==> src/tasw_pkg.sv <==
// Shared types and constants for the tar archive stream walker.
package tasw_pkg;

  localparam int unsigned QUEUE_DEPTH = 4;

  localparam int unsigned OFF_W = 9;

  // Header field positions inside a 512-byte block
  localparam logic [OFF_W-1:0] OFF_NAME      = 9'd0;
  localparam logic [OFF_W-1:0] OFF_SIZE_FIRST = 9'd124;
  localparam logic [OFF_W-1:0] OFF_SIZE_LAST  = 9'd135;
  localparam logic [OFF_W-1:0] OFF_TYPE      = 9'd156;
  localparam logic [OFF_W-1:0] OFF_PREFIX    = 9'd345;
  localparam logic [OFF_W-1:0] OFF_BLOCK_END = 9'd511;

  localparam logic [7:0] CHAR_ZERO  = 8'h30;
  localparam logic [7:0] CHAR_SEVEN = 8'h37;
  localparam logic [7:0] CHAR_FIVE  = 8'h35;

  // Result kinds
  localparam logic [1:0] KIND_ENTRY = 2'd0;
  localparam logic [1:0] KIND_DATA  = 2'd1;
  localparam logic [1:0] KIND_END   = 2'd2;

  typedef struct packed {
    logic [1:0]  kind;
    logic [31:0] size;
    logic        is_dir;
    logic        named;
    logic [7:0]  data;
    logic        last;
  } result_word_t;

endpackage

==> src/tasw_front.sv <==
// Byte walker: tracks block position and phase, decodes headers, forms result words.
module tasw_front
  import tasw_pkg::*;
(
  input  logic         clk,
  input  logic         rst,
  input  logic         in_valid,
  input  logic         in_ready,
  input  logic [7:0]   archive_byte,
  input  logic         archive_end,
  output logic         push,
  output result_word_t push_word
);

  localparam logic [1:0] PH_HEADER = 2'd0;
  localparam logic [1:0] PH_DATA   = 2'd1;
  localparam logic [1:0] PH_PAD    = 2'd2;
  localparam logic [1:0] PH_DONE   = 2'd3;

  logic [OFF_W-1:0] block_offset, block_offset_next;
  logic [1:0]       phase, phase_next;
  logic [31:0]      size_accum, size_accum_next;
  logic             octal_stopped, octal_stopped_next;
  logic             dir_flag, dir_flag_next;
  logic             named_flag, named_flag_next;
  logic             all_zero, all_zero_next;
  logic [31:0]      data_left, data_left_next;
  logic [31:0]      data_dec;
  logic             accept;
  logic             in_size;
  logic             is_digit;

  assign accept   = in_valid && in_ready;
  assign in_size  = (block_offset >= OFF_SIZE_FIRST) && (block_offset <= OFF_SIZE_LAST);
  assign is_digit = (archive_byte >= CHAR_ZERO) && (archive_byte <= CHAR_SEVEN);
  assign data_dec = (data_left != 32'd0) ? data_left - 32'd1 : data_left;

  always_comb begin
    block_offset_next  = block_offset + 1'b1;
    phase_next         = phase;
    size_accum_next    = size_accum;
    octal_stopped_next = octal_stopped;
    dir_flag_next      = dir_flag;
    named_flag_next    = named_flag;
    all_zero_next      = all_zero;
    data_left_next     = data_left;
    push               = 1'b0;
    push_word          = '0;
    case (phase)
      PH_HEADER: begin
        if (archive_byte != 8'd0) begin
          all_zero_next = 1'b0;
        end
        if ((block_offset == OFF_NAME || block_offset == OFF_PREFIX) &&
            archive_byte != 8'd0) begin
          named_flag_next = 1'b1;
        end
        if (in_size && !octal_stopped) begin
          if (!is_digit) begin
            octal_stopped_next = 1'b1;
          end else begin
            size_accum_next = {size_accum[28:0], 3'b000} + {29'd0, archive_byte[2:0]};
          end
        end
        if (block_offset == OFF_TYPE) begin
          dir_flag_next = (archive_byte == CHAR_FIVE);
        end
        if (block_offset == OFF_BLOCK_END) begin
          push = accept;
          if (all_zero_next) begin
            push_word.kind = KIND_END;
            phase_next     = PH_DONE;
          end else begin
            push_word.kind   = KIND_ENTRY;
            push_word.size   = size_accum_next;
            push_word.is_dir = dir_flag_next;
            push_word.named  = named_flag_next;
            data_left_next   = size_accum_next;
            phase_next       = (size_accum_next != 32'd0) ? PH_DATA : PH_HEADER;
          end
          size_accum_next    = 32'd0;
          octal_stopped_next = 1'b0;
          dir_flag_next      = 1'b0;
          named_flag_next    = 1'b0;
          all_zero_next      = 1'b1;
        end
      end
      PH_DATA: begin
        push           = accept;
        push_word.kind = KIND_DATA;
        push_word.data = archive_byte;
        data_left_next = data_dec;
        if (data_dec == 32'd0) begin
          push_word.last = 1'b1;
          phase_next     = (block_offset == OFF_BLOCK_END) ? PH_HEADER : PH_PAD;
        end
      end
      PH_PAD: begin
        if (block_offset == OFF_BLOCK_END) begin
          phase_next = PH_HEADER;
        end
      end
      default: begin
      end
    endcase
  end

  always_ff @(posedge clk) begin
    if (rst || (accept && archive_end)) begin
      block_offset  <= '0;
      phase         <= PH_HEADER;
      size_accum    <= 32'd0;
      octal_stopped <= 1'b0;
      dir_flag      <= 1'b0;
      named_flag    <= 1'b0;
      all_zero      <= 1'b1;
      data_left     <= 32'd0;
    end else if (accept) begin
      block_offset  <= block_offset_next;
      phase         <= phase_next;
      size_accum    <= size_accum_next;
      octal_stopped <= octal_stopped_next;
      dir_flag      <= dir_flag_next;
      named_flag    <= named_flag_next;
      all_zero      <= all_zero_next;
      data_left     <= data_left_next;
    end
  end

`ifndef SYNTHESIS
  a_done_silent: assert property (@(posedge clk) disable iff (rst)
    (phase == PH_DONE && accept) |-> !push)
    else $error("result produced after end of archive");

  a_data_emits: assert property (@(posedge clk) disable iff (rst)
    (phase == PH_DATA && accept) |-> (push && push_word.kind == KIND_DATA))
    else $error("data byte not emitted");

  a_end_resets: assert property (@(posedge clk) disable iff (rst)
    (accept && archive_end) |=> (phase == PH_HEADER && block_offset == '0 && all_zero))
    else $error("walker not reset after last archive byte");
`endif

endmodule

==> src/tasw_queue.sv <==
// Small result queue between the byte walker and the output port.
module tasw_queue
  import tasw_pkg::*;
#(
  parameter int unsigned DEPTH = QUEUE_DEPTH
)
(
  input  logic         clk,
  input  logic         rst,
  input  logic         push,
  input  result_word_t push_word,
  output logic         full,
  output logic         out_valid,
  input  logic         out_ready,
  output result_word_t out_word
);

  localparam int unsigned PTR_W   = (DEPTH > 1) ? $clog2(DEPTH) : 1;
  localparam int unsigned COUNT_W = $clog2(DEPTH + 1);

  result_word_t       mem [DEPTH];
  logic [PTR_W-1:0]   wr_ptr, rd_ptr;
  logic [COUNT_W-1:0] count;
  logic               pop;

  assign full      = (count == COUNT_W'(DEPTH));
  assign out_valid = (count != '0);
  assign pop       = out_valid && out_ready;
  assign out_word  = mem[rd_ptr];

  always_ff @(posedge clk) begin
    if (push) begin
      mem[wr_ptr] <= push_word;
    end
  end

  always_ff @(posedge clk) begin
    if (rst) begin
      wr_ptr <= '0;
      rd_ptr <= '0;
      count  <= '0;
    end else begin
      if (push) begin
        wr_ptr <= (wr_ptr == PTR_W'(DEPTH - 1)) ? '0 : wr_ptr + 1'b1;
      end
      if (pop) begin
        rd_ptr <= (rd_ptr == PTR_W'(DEPTH - 1)) ? '0 : rd_ptr + 1'b1;
      end
      if (push && !pop) begin
        count <= count + 1'b1;
      end else if (pop && !push) begin
        count <= count - 1'b1;
      end
    end
  end

`ifndef SYNTHESIS
  a_no_overflow: assert property (@(posedge clk) disable iff (rst)
    push |-> (!full || pop))
    else $error("push into full result queue");

  a_count_bound: assert property (@(posedge clk) disable iff (rst)
    count <= COUNT_W'(DEPTH))
    else $error("result queue count out of range");

  a_pop_drains: assert property (@(posedge clk) disable iff (rst)
    (pop && !push) |=> (count == $past(count) - 1'b1))
    else $error("result queue count did not drop on pop");
`endif

endmodule

==> src/tar_archive_stream_walker_core.sv <==
// Top level of the tar archive stream walker: byte walker plus result queue.
//
// The block takes a tar image one byte per word on the input channel and walks
// it in 512-byte blocks. Each header block yields one entry word (octal size
// from offset 124, directory flag from the typeflag at offset 156, and whether
// name or prefix starts nonzero); each data byte of the entry yields one data
// word, the final one with data_last set; padding gives nothing. An all-zero
// header gives one end-of-archive word, after which bytes are swallowed until
// the byte marked archive_end, which returns the block to its reset state.
// Rate: one input byte per cycle, sustained, as long as the output side keeps
// up. Each result is written into the queue when its byte is accepted.
// Between the walker and the output sits a queue of QUEUE_DEPTH words; in_ready
// drops only while that queue is full, so input and output stall separately.
// Fields of a result that do not belong to its kind read as zero.
module tar_archive_stream_walker_core
  import tasw_pkg::*;
#(
  parameter int unsigned QUEUE_DEPTH = tasw_pkg::QUEUE_DEPTH
)
(
  input  logic        clk,
  input  logic        rst,
  // input channel
  input  logic        in_valid,
  output logic        in_ready,
  input  logic [7:0]  archive_byte,
  input  logic        archive_end,
  // output channel
  output logic        out_valid,
  input  logic        out_ready,
  output logic [1:0]  result_kind,
  output logic [31:0] entry_size,
  output logic        entry_is_dir,
  output logic        entry_named,
  output logic [7:0]  data_byte,
  output logic        data_last
);

  logic         push;
  logic         full;
  result_word_t push_word;
  result_word_t out_word;

  // Ready only depends on queue space, never on walker phase.
  assign in_ready = !full;

  tasw_front u_front (
    .clk          (clk),
    .rst          (rst),
    .in_valid     (in_valid),
    .in_ready     (in_ready),
    .archive_byte (archive_byte),
    .archive_end  (archive_end),
    .push         (push),
    .push_word    (push_word)
  );

  tasw_queue #(
    .DEPTH (QUEUE_DEPTH)
  ) u_queue (
    .clk       (clk),
    .rst       (rst),
    .push      (push),
    .push_word (push_word),
    .full      (full),
    .out_valid (out_valid),
    .out_ready (out_ready),
    .out_word  (out_word)
  );

  assign result_kind  = out_word.kind;
  assign entry_size   = out_word.size;
  assign entry_is_dir = out_word.is_dir;
  assign entry_named  = out_word.named;
  assign data_byte    = out_word.data;
  assign data_last    = out_word.last;

endmodule

==> config.mk <==
export PLATFORM = sky130hd
export DESIGN_NAME = tar_archive_stream_walker_core
export DESIGN_NICKNAME = d
export VERILOG_FILES = /design/src/tasw_pkg.sv /design/src/tasw_front.sv /design/src/tasw_queue.sv /design/src/tar_archive_stream_walker_core.sv
export SDC_FILE = /design/constraint.sdc
export NUM_CORES = 1
export LEC_CHECK = 0
export BUFFER_PORTS_ARGS = -buffer_cell sky130_fd_sc_hd__buf_2
export CAP_MARGIN = 10
export CORE_MARGIN = 2
export CORE_UTILIZATION = 50
export CTS_BUF_LIST = sky130_fd_sc_hd__clkbuf_4
export DETAILED_ROUTE_END_ITERATION = 6
export PLACE_DENSITY = 0.7
export SYNTH_ARGS = -nofsm -noshare
export SYNTH_HDL_FRONTEND = slang
export SYNTH_SLANG_ARGS = --single-unit
==> constraint.sdc <==
create_clock -name clk -period 4.84 [get_ports clk]
set_clock_uncertainty 0.05 [all_clocks]
set_input_delay 0.726 -clock clk [delete_from_list [all_inputs] [get_ports clk]]
set_output_delay 0.726 -clock clk [all_outputs]
set_load 0.01 [all_outputs]
==> results of run 1 <==
[cell usage in the layout, fill, tap and decap left out, types with 8 or more instances in the layout]
| master | n |
|---|---|
| sky130_fd_sc_hd__edfxtp_1 | 180 |
| sky130_fd_sc_hd__nor2_1 | 132 |
| sky130_fd_sc_hd__clkbuf_4 | 109 |
| sky130_fd_sc_hd__dfxtp_1 | 86 |
| sky130_fd_sc_hd__nand2_1 | 72 |
| sky130_fd_sc_hd__buf_2 | 59 |
| sky130_fd_sc_hd__a21oi_1 | 51 |
| sky130_fd_sc_hd__mux4_2 | 45 |
| sky130_fd_sc_hd__a22oi_1 | 30 |
| sky130_fd_sc_hd__mux2i_1 | 27 |
| sky130_fd_sc_hd__o21ai_0 | 27 |
| sky130_fd_sc_hd__nor3_1 | 20 |
| sky130_fd_sc_hd__nor4_1 | 20 |
| sky130_fd_sc_hd__nand3_1 | 16 |
| sky130_fd_sc_hd__o22ai_1 | 15 |
| sky130_fd_sc_hd__buf_4 | 15 |
| sky130_fd_sc_hd__ha_1 | 14 |
| sky130_fd_sc_hd__nand2b_1 | 13 |
| sky130_fd_sc_hd__and2_1 | 12 |
| sky130_fd_sc_hd__clkinv_1 | 11 |
| sky130_fd_sc_hd__nor2b_1 | 11 |
| sky130_fd_sc_hd__inv_1 | 10 |
| sky130_fd_sc_hd__o211ai_1 | 10 |
| sky130_fd_sc_hd__nand4_1 | 10 |
| sky130_fd_sc_hd__xor2_1 | 10 |
| sky130_fd_sc_hd__mux2_2 | 9 |
| sky130_fd_sc_hd__or3_1 | 8 |
[worst paths after layout]
check | from | endpoint | slack [ns] | cells past startpoint
setup / recovery | u_front.data_left[0]$_SDFFE_PP0P_ | u_queue.mem[3][0]$_DFFE_PP_ | 1.31 | 8
hold / removal | rst | u_queue.count[2]$_SDFFE_PP0P_ | 0.31 | 2
setup reg to reg | u_front.data_left[0]$_SDFFE_PP0P_ | u_queue.mem[3][0]$_DFFE_PP_ | 1.31 | 8
hold reg to reg | u_front.all_zero$_SDFFE_PP1P_ | u_front.all_zero$_SDFFE_PP1P_ | 0.43 | 2
[final cells by class]
| class | instances | share of cell area |
|---|---|---|
| diodes | 1 | 0.000184 |
| flip-flops and latches | 268 | 0.528 |
| inverters | 11 | 0.00304 |
| clock buffers | 109 | 0.0602 |
| well taps | 319 | 0.0294 |
| multi-input cells | 634 | 0.338 |
| repair buffers | 74 | 0.0300 |
| clock inverters | 19 | 0.0117 |
[metrics by stage]
| stage | area (µm²) | cells | utilization | total power [mW] |
|---|---|---|---|---|
| 3_3_place_gp | 12600 | 1306 | 0.535 | 2.51 |
| 3_5_place_dp | 12600 | 1306 | 0.535 | 2.51 |
| 6_report | 13600 | 1435 | 0.577 | 4.55 |
| 4_1_cts | 13600 | 1434 | 0.577 | 4.60 |
| 2_1_floorplan | 12000 | 972 | - | 2.49 |
| 5_1_grt | 13600 | 1435 | 0.577 | 4.73 |
[state kept, by name, summed over array words and instances (netlist names), named ones only]
| name | flops |
|---|---|
| u_front.dir_flag | 1 |
| u_front.data_left | 32 |
| u_queue.wr_ptr | 2 |
| u_front.named_flag | 1 |
| u_queue.count | 3 |
| u_front.phase | 2 |
| u_front.all_zero | 1 |
| u_front.octal_stopped | 1 |
| u_front.block_offset | 9 |
| u_front.size_accum | 32 |
| u_queue.rd_ptr | 2 |
| u_queue.mem | 180 |
[cells by family (layout without fill, tap and decap cells)]
| kind of cell | after synthesis | in the layout | synth area share |
|---|---|---|---|
| AND/OR/NAND/NOR | 344 | 344 | 0.139 |
| buffers and inverters | 70 | 213 | 0.0238 |
| adder cells (fa/ha/maj) | 16 | 16 | 0.0173 |
| AO/OA/AOI/OAI | 180 | 180 | 0.0994 |
| XOR/XNOR | 13 | 13 | 0.00947 |
| flip-flops | 268 | 268 | 0.596 |
| other | 0 | 1 | 0 |
| multiplexers | 81 | 81 | 0.115 |
[power by group through the flow]
stage | Clock (mW) | Sequential [mW] | Combinational, mW
finish | 2.09 | 2.42 | 0.0482
global route | 2.26 | 2.41 | 0.0526
CTS | 2.14 | 2.41 | 0.0475
detailed placement | 0 | 2.47 | 0.0474
global placement | 0 | 2.47 | 0.0473
floorplan | 0 | 2.47 | 0.0284
[layer usage]
| layer | global-route usage | vias to the layer above | part of all wire |
|---|---|---|---|
| li1 | - | 3919 | - |
| met3 | 0.0503 | 44 | 0.070 |
| met2 | 0.343 | 376 | 0.47 |
| met5 | 0 | - | 0 |
| met1 | 0.306 | 4078 | 0.44 |
| met4 | 0.0868 | 0 | 0.025 |
[worst max-delay path, stage by stage (launching register included)]
cell and delay, ns:
sky130_fd_sc_hd__dfxtp_1 0.36, sky130_fd_sc_hd__inv_1 0.12, sky130_fd_sc_hd__ha_1 0.24, sky130_fd_sc_hd__or3b_1 0.44, sky130_fd_sc_hd__o41a_1 0.41, sky130_fd_sc_hd__a2111oi_2 0.34, sky130_fd_sc_hd__nand4_1 0.15, sky130_fd_sc_hd__or4_4 0.57
sky130_fd_sc_hd__nor4_1 0.57
==> metrics.txt, run 1 <==
Critical Path Sink Type=register; total global-route track usage=0.221; total number of clock tree sinks=about 270; Internal Power=3.61 mW; fraction of the cycle the final worst path needs=0.730; unrepaired setup endpoints after global routing=no; final-layout fill cell count=1941; Port Buffers=59; via count of the first global-routing pass=~8k; GPL Wtd Cong=0.907; quantity of hold-fixing buffers added after cts=0; part of the total power dissipated in combinational logic=0.011; die footprint=25300 µm²; Starting DRT DRC Count=828; WP data arrival=3.84 ns; share of the yosys chip area belonging to registers=0.596; power spent charging and discharging nets=0.936 mW; net count of the mapped netlist=1001; Net Sw Frac=0.206; Die H=159 µm; post-route DRC violation count=0; Longest Clk Path Bufs=3; maximum clock rate=approximately 0.28 GHz; dpl hpwl=18000 µm; worst hold slack=roughly 0.31 ns; Multi-input gate area=4590 µm²; post-CTS setup buffer count=0; clk_lat worst skew=0.67 ns; worst slack, placed=1.27 ns; ranking of synthesized cells by instance count=180 x sky130_fd_sc_hd__edfxtp_1, 132 x sky130_fd_sc_hd__nor2_1, 88 x sky130_fd_sc_hd__dfxtp_1, 72 x sky130_fd_sc_hd__nand2_1, 52 x sky130_fd_sc_hd__a21oi_1; most frequent cell after synthesis=sky130_fd_sc_hd__edfxtp_1; area fraction of the dominant cell type after synthesis=0.450; cell accounting for the most synthesized area=sky130_fd_sc_hd__edfxtp_1; pin count of the biggest net entering global routing=90; most frequently used flop master after synthesis=sky130_fd_sc_hd__edfxtp_1; sequential share of power=0.531; TritonCTS clock tree=yes; Sequential Area=7170 µm²; result of the run=complete, no violations; antenna violations before repair=1; post-layout net count=around 1.1k; Layout area overhead=13.0%; Avg Inst Size Synth=12.4 µm²; Required @ worst endpoint=5.15 ns; per-cell routed wire length=19.4 µm; Root Driver=sky130_fd_sc_hd__clkbuf_4; total wirelength of the detailed-routed design=27800 µm; Max Cap Viol=0; Min Clock Period, post-route=roughly 3.5 ns; chip width=159 µm; drt first pass iters=5; Clk pin slew, worst setup/hold paths=0.06 ns; Ports=60; post_cts resized=0; cell area power density=335 nW/µm²; leading cell types by total area after synthesis=sky130_fd_sc_hd__edfxtp_1 45%, sky130_fd_sc_hd__dfxtp_1 15%, sky130_fd_sc_hd__mux4_2 8.4%; remaining number of nets flagged by the antenna check after routing=0; maximum vdd ir drop=153 µV; wire length of the first global-routing pass=44500 µm; starting density of the core=0.511; leakage power of the design=4.11 nW; FF+latch count, synth=268; number of CTS-inserted buffers=69; crit-path max FO=6; final count of negative-setup-slack endpoints=0; count of yosys warnings during synthesis=0; count of flip-flops with a built-in enable after synthesis=180; unique cell type count in the Yosys netlist=61; total standard cell area after synthesis=12000 µm²; async set or reset register ratio after synthesis=0; layout cell share with drive strength beyond 1=0.241; number of failing hold endpoints at the final stage=0; floorplan row count=56; Post-Syn Instances=972; Clock power frac=0.459; Core Footprint=23500 µm²; total number of vias=8417; min setup slack post-route=1.31 ns; htree depth=3; Max transition margin=0.271; mean number of vias per cell=between 5 and 6; Setup TNS=0 ns; measured slew at the worst slew-check pin=1.09 ns; Pins Over Slew Limit=0; critical path type=register to register; classification of the worst-slack hold path=primary input to register; Setup crit start kind=register; overflow left after global routing=0
No activity file was read; power rests on OpenSTA's default activity.
==> run 2: changes to the inputs <==
clock period = 3.3 ns   (was 4.84 ns; I/O delays follow)
==> run 2 against run 1 <==
Effect of this change: register-to-register slack worse by 1.1 ns; sequential power up 46%; power increased by 43%.
==> metrics.txt, run 2 (same netlist as run 1, synthesis figures left out) <==
post-layout net count=1120 (+3.0%); cell area power density=470 nW/µm² (+40%); via count of the first global-routing pass=8399 (+2.8%); Root Driver=sky130_fd_sc_hd__clkbuf_4; quantity of hold-fixing buffers added after cts=0 (unchanged); capture point of the worst path=u_front.phase[0]$_SDFFE_PP0P_; overflow left after global routing=0 (unchanged); htree depth=3 (unchanged); critical path type=register to register; top library cells by usage in the layout, fill and taps aside=180 x sky130_fd_sc_hd__edfxtp_1, 132 x sky130_fd_sc_hd__nor2_1, 103 x sky130_fd_sc_hd__clkbuf_4; post-route DRC violation count=0 (unchanged); Max Used Layer=met4; leading cell type in the layout, fill and taps excluded=sky130_fd_sc_hd__edfxtp_1; Core Footprint=23500 µm² (unchanged); flop-to-flop setup slack=0.17 ns (-1.14 ns); classification of the worst-slack hold path=primary input to register; Port Buffers=59 (unchanged); Pins Over Slew Limit=0 (unchanged); maximum vdd ir drop=256 µV (+67%); total wirelength of the detailed-routed design=27400 µm (-1.5%); met3 wire len=1980 µm (+1.9%); measured slew at the worst slew-check pin=0.901 ns (-0.193 ns); final-layout fill cell count=1920 (-1.1%); end of the worst register-to-register path=u_front.phase[0]$_SDFFE_PP0P_; wire length on met1=11900 µm (-1.6%); worst hold stages=3 (+1); Longest Clk Path Bufs=3 (unchanged); per-cell routed wire length=18.8 µm (-3.1%); layout cell share with drive strength beyond 1=0.258 (+0.0169); antenna violations before repair=1 (unchanged); Min Clock Period, post-route=3.13 ns (-0.401 ns); Setup crit start kind=register; registers with the highest flip-flop counts=u_queue.mem x180, u_front.data_left x32, u_front.size_accum x32; WP data arrival=3.60 ns (-0.24 ns); unrepaired setup endpoints after global routing=no; final count of negative-setup-slack endpoints=0 (unchanged); wire length of the first global-routing pass=44300 µm (-0.40%); number of failing hold endpoints at the final stage=0 (unchanged); number of CTS-inserted buffers=70 (+1.4%); startpoint of the worst register-to-register path=u_front.data_left[0]$_SDFFE_PP0P_; Required @ worst endpoint=3.77 ns (-1.38 ns); die footprint=25300 µm² (unchanged); Layout area overhead=15.0%; Ports=60 (unchanged); post-CTS setup buffer count=0 (unchanged); post-layout total power=6.50 mW (+43%); dpl hpwl=18000 µm (-0.12%); number of flip-flops in the largest register=180 (unchanged); register with the most flip-flops=u_queue.mem; clk_lat worst skew=0.66 ns (about the same); Max Cap Viol=0 (unchanged); total global-route track usage=0.217 (-0.00382); floorplan row count=56 (unchanged); worst slack, placed=0.0780 ns (-1.19 ns); leakage power of the design=4.23 nW (+2.9%); crit-path max FO=6 (unchanged); starting density of the core=0.511 (unchanged); fraction of the cycle the final worst path needs=0.949 (+0.219); chip width=159 µm (unchanged); Critical Path Sink Type=register; Starting DRT DRC Count=806 (-2.7%); worst hold slack=0.0949 ns (-0.212 ns); mean number of vias per cell=5.86 (-0.11%); worst setup path startpoint=u_front.data_left[0]$_SDFFE_PP0P_; Clk pin slew, worst setup/hold paths=0.06 ns (about the same); number of cells traversed by the worst register-to-register path=10 (+2); drt first pass iters=5 (unchanged); total number of clock tree sinks=268 (unchanged); post_cts resized=0 (unchanged); result of the run=complete, no violations; start point of the worst hold path=out_ready; Die H=159 µm (unchanged); min setup slack post-route=0.168 ns (-1.14 ns); total number of vias=8548 (+1.6%); GPL Wtd Cong=0.928 (+2.3%); Setup TNS=0 ns (unchanged); pin count of the biggest net entering global routing=89 (-1.1%); maximum clock rate=0.319 GHz (+13%); remaining number of nets flagged by the antenna check after routing=0 (unchanged); number of non-filler instances in the completed layout=1459 (+1.7%); number of placed instances, taps included=1338 (+2.5%); TritonCTS clock tree=yes; metal2 WL=12900 µm (-1.0%); Max transition margin=0.399 (+0.129)
==> run 2: area by class of cell <==
cell class,instances,area (µm²),area share
Antenna cell,1,2.50,0.000181
Clock buffer,103,773,0.0559
Clock inverter,17,124,0.00896
Inverter,11,41.3,0.00299
Multi-Input combinational cell,634,4590,0.332
Sequential cell,268,7170,0.519
Tap cell,319,399,0.0289
Timing Repair Buffer,106,723,0.0523
==> run 2: metal layers <==
metal  global-route usage  vias to the layer above
met1                0.304                     4183
met4               0.0793                        0
met5                    0                        -
li1                     -                     3980
met3               0.0456                       39
met2                0.339                      346
==> run 2: critical path: stages (launching register included) <==
cell and delay [ns]:
sky130_fd_sc_hd__dfxtp_1 0.35, sky130_fd_sc_hd__inv_1 0.11, sky130_fd_sc_hd__ha_1 0.17, sky130_fd_sc_hd__or3b_4 0.40, sky130_fd_sc_hd__o41a_1 0.40, sky130_fd_sc_hd__a2111oi_2 0.35, sky130_fd_sc_hd__nand4_1 0.14, sky130_fd_sc_hd__or4_4 0.47
sky130_fd_sc_hd__o31a_1 0.34, sky130_fd_sc_hd__o211ai_1 0.17, sky130_fd_sc_hd__nand2_1 0.08
==> run 2: through the flow <==
step	cell area, µm²	util
2_1_floorplan	12000	-
3_3_place_gp	12900	0.549
3_5_place_dp	12900	0.549
4_1_cts	13800	0.587
5_1_grt	13800	0.587
6_report	13800	0.587
==> run 2: how the worst min path moves through the flow <==
stage | to | slack, ns
after floorplan | u_front.all_zero$_SDFFE_PP1P_ | 0.39
after global placement | u_front.all_zero$_SDFFE_PP1P_ | 0.40
after detailed placement | u_front.all_zero$_SDFFE_PP1P_ | 0.42
after CTS | register | 0.05
after global routing | register | 0.09
final | register | 0.09
==> run 2: power breakdown <==
part | leakage, nW | switching [mW] | internal (mW) | total (mW)
registers | 1.99 | 0.00285 | 3.54 | 3.54
logic | 1.71 | 0.0547 | 0.0197 | 0.0744
clock network | 0.528 | 1.30 | 1.58 | 2.88
total | 4.23 | 1.36 | 5.14 | 6.50
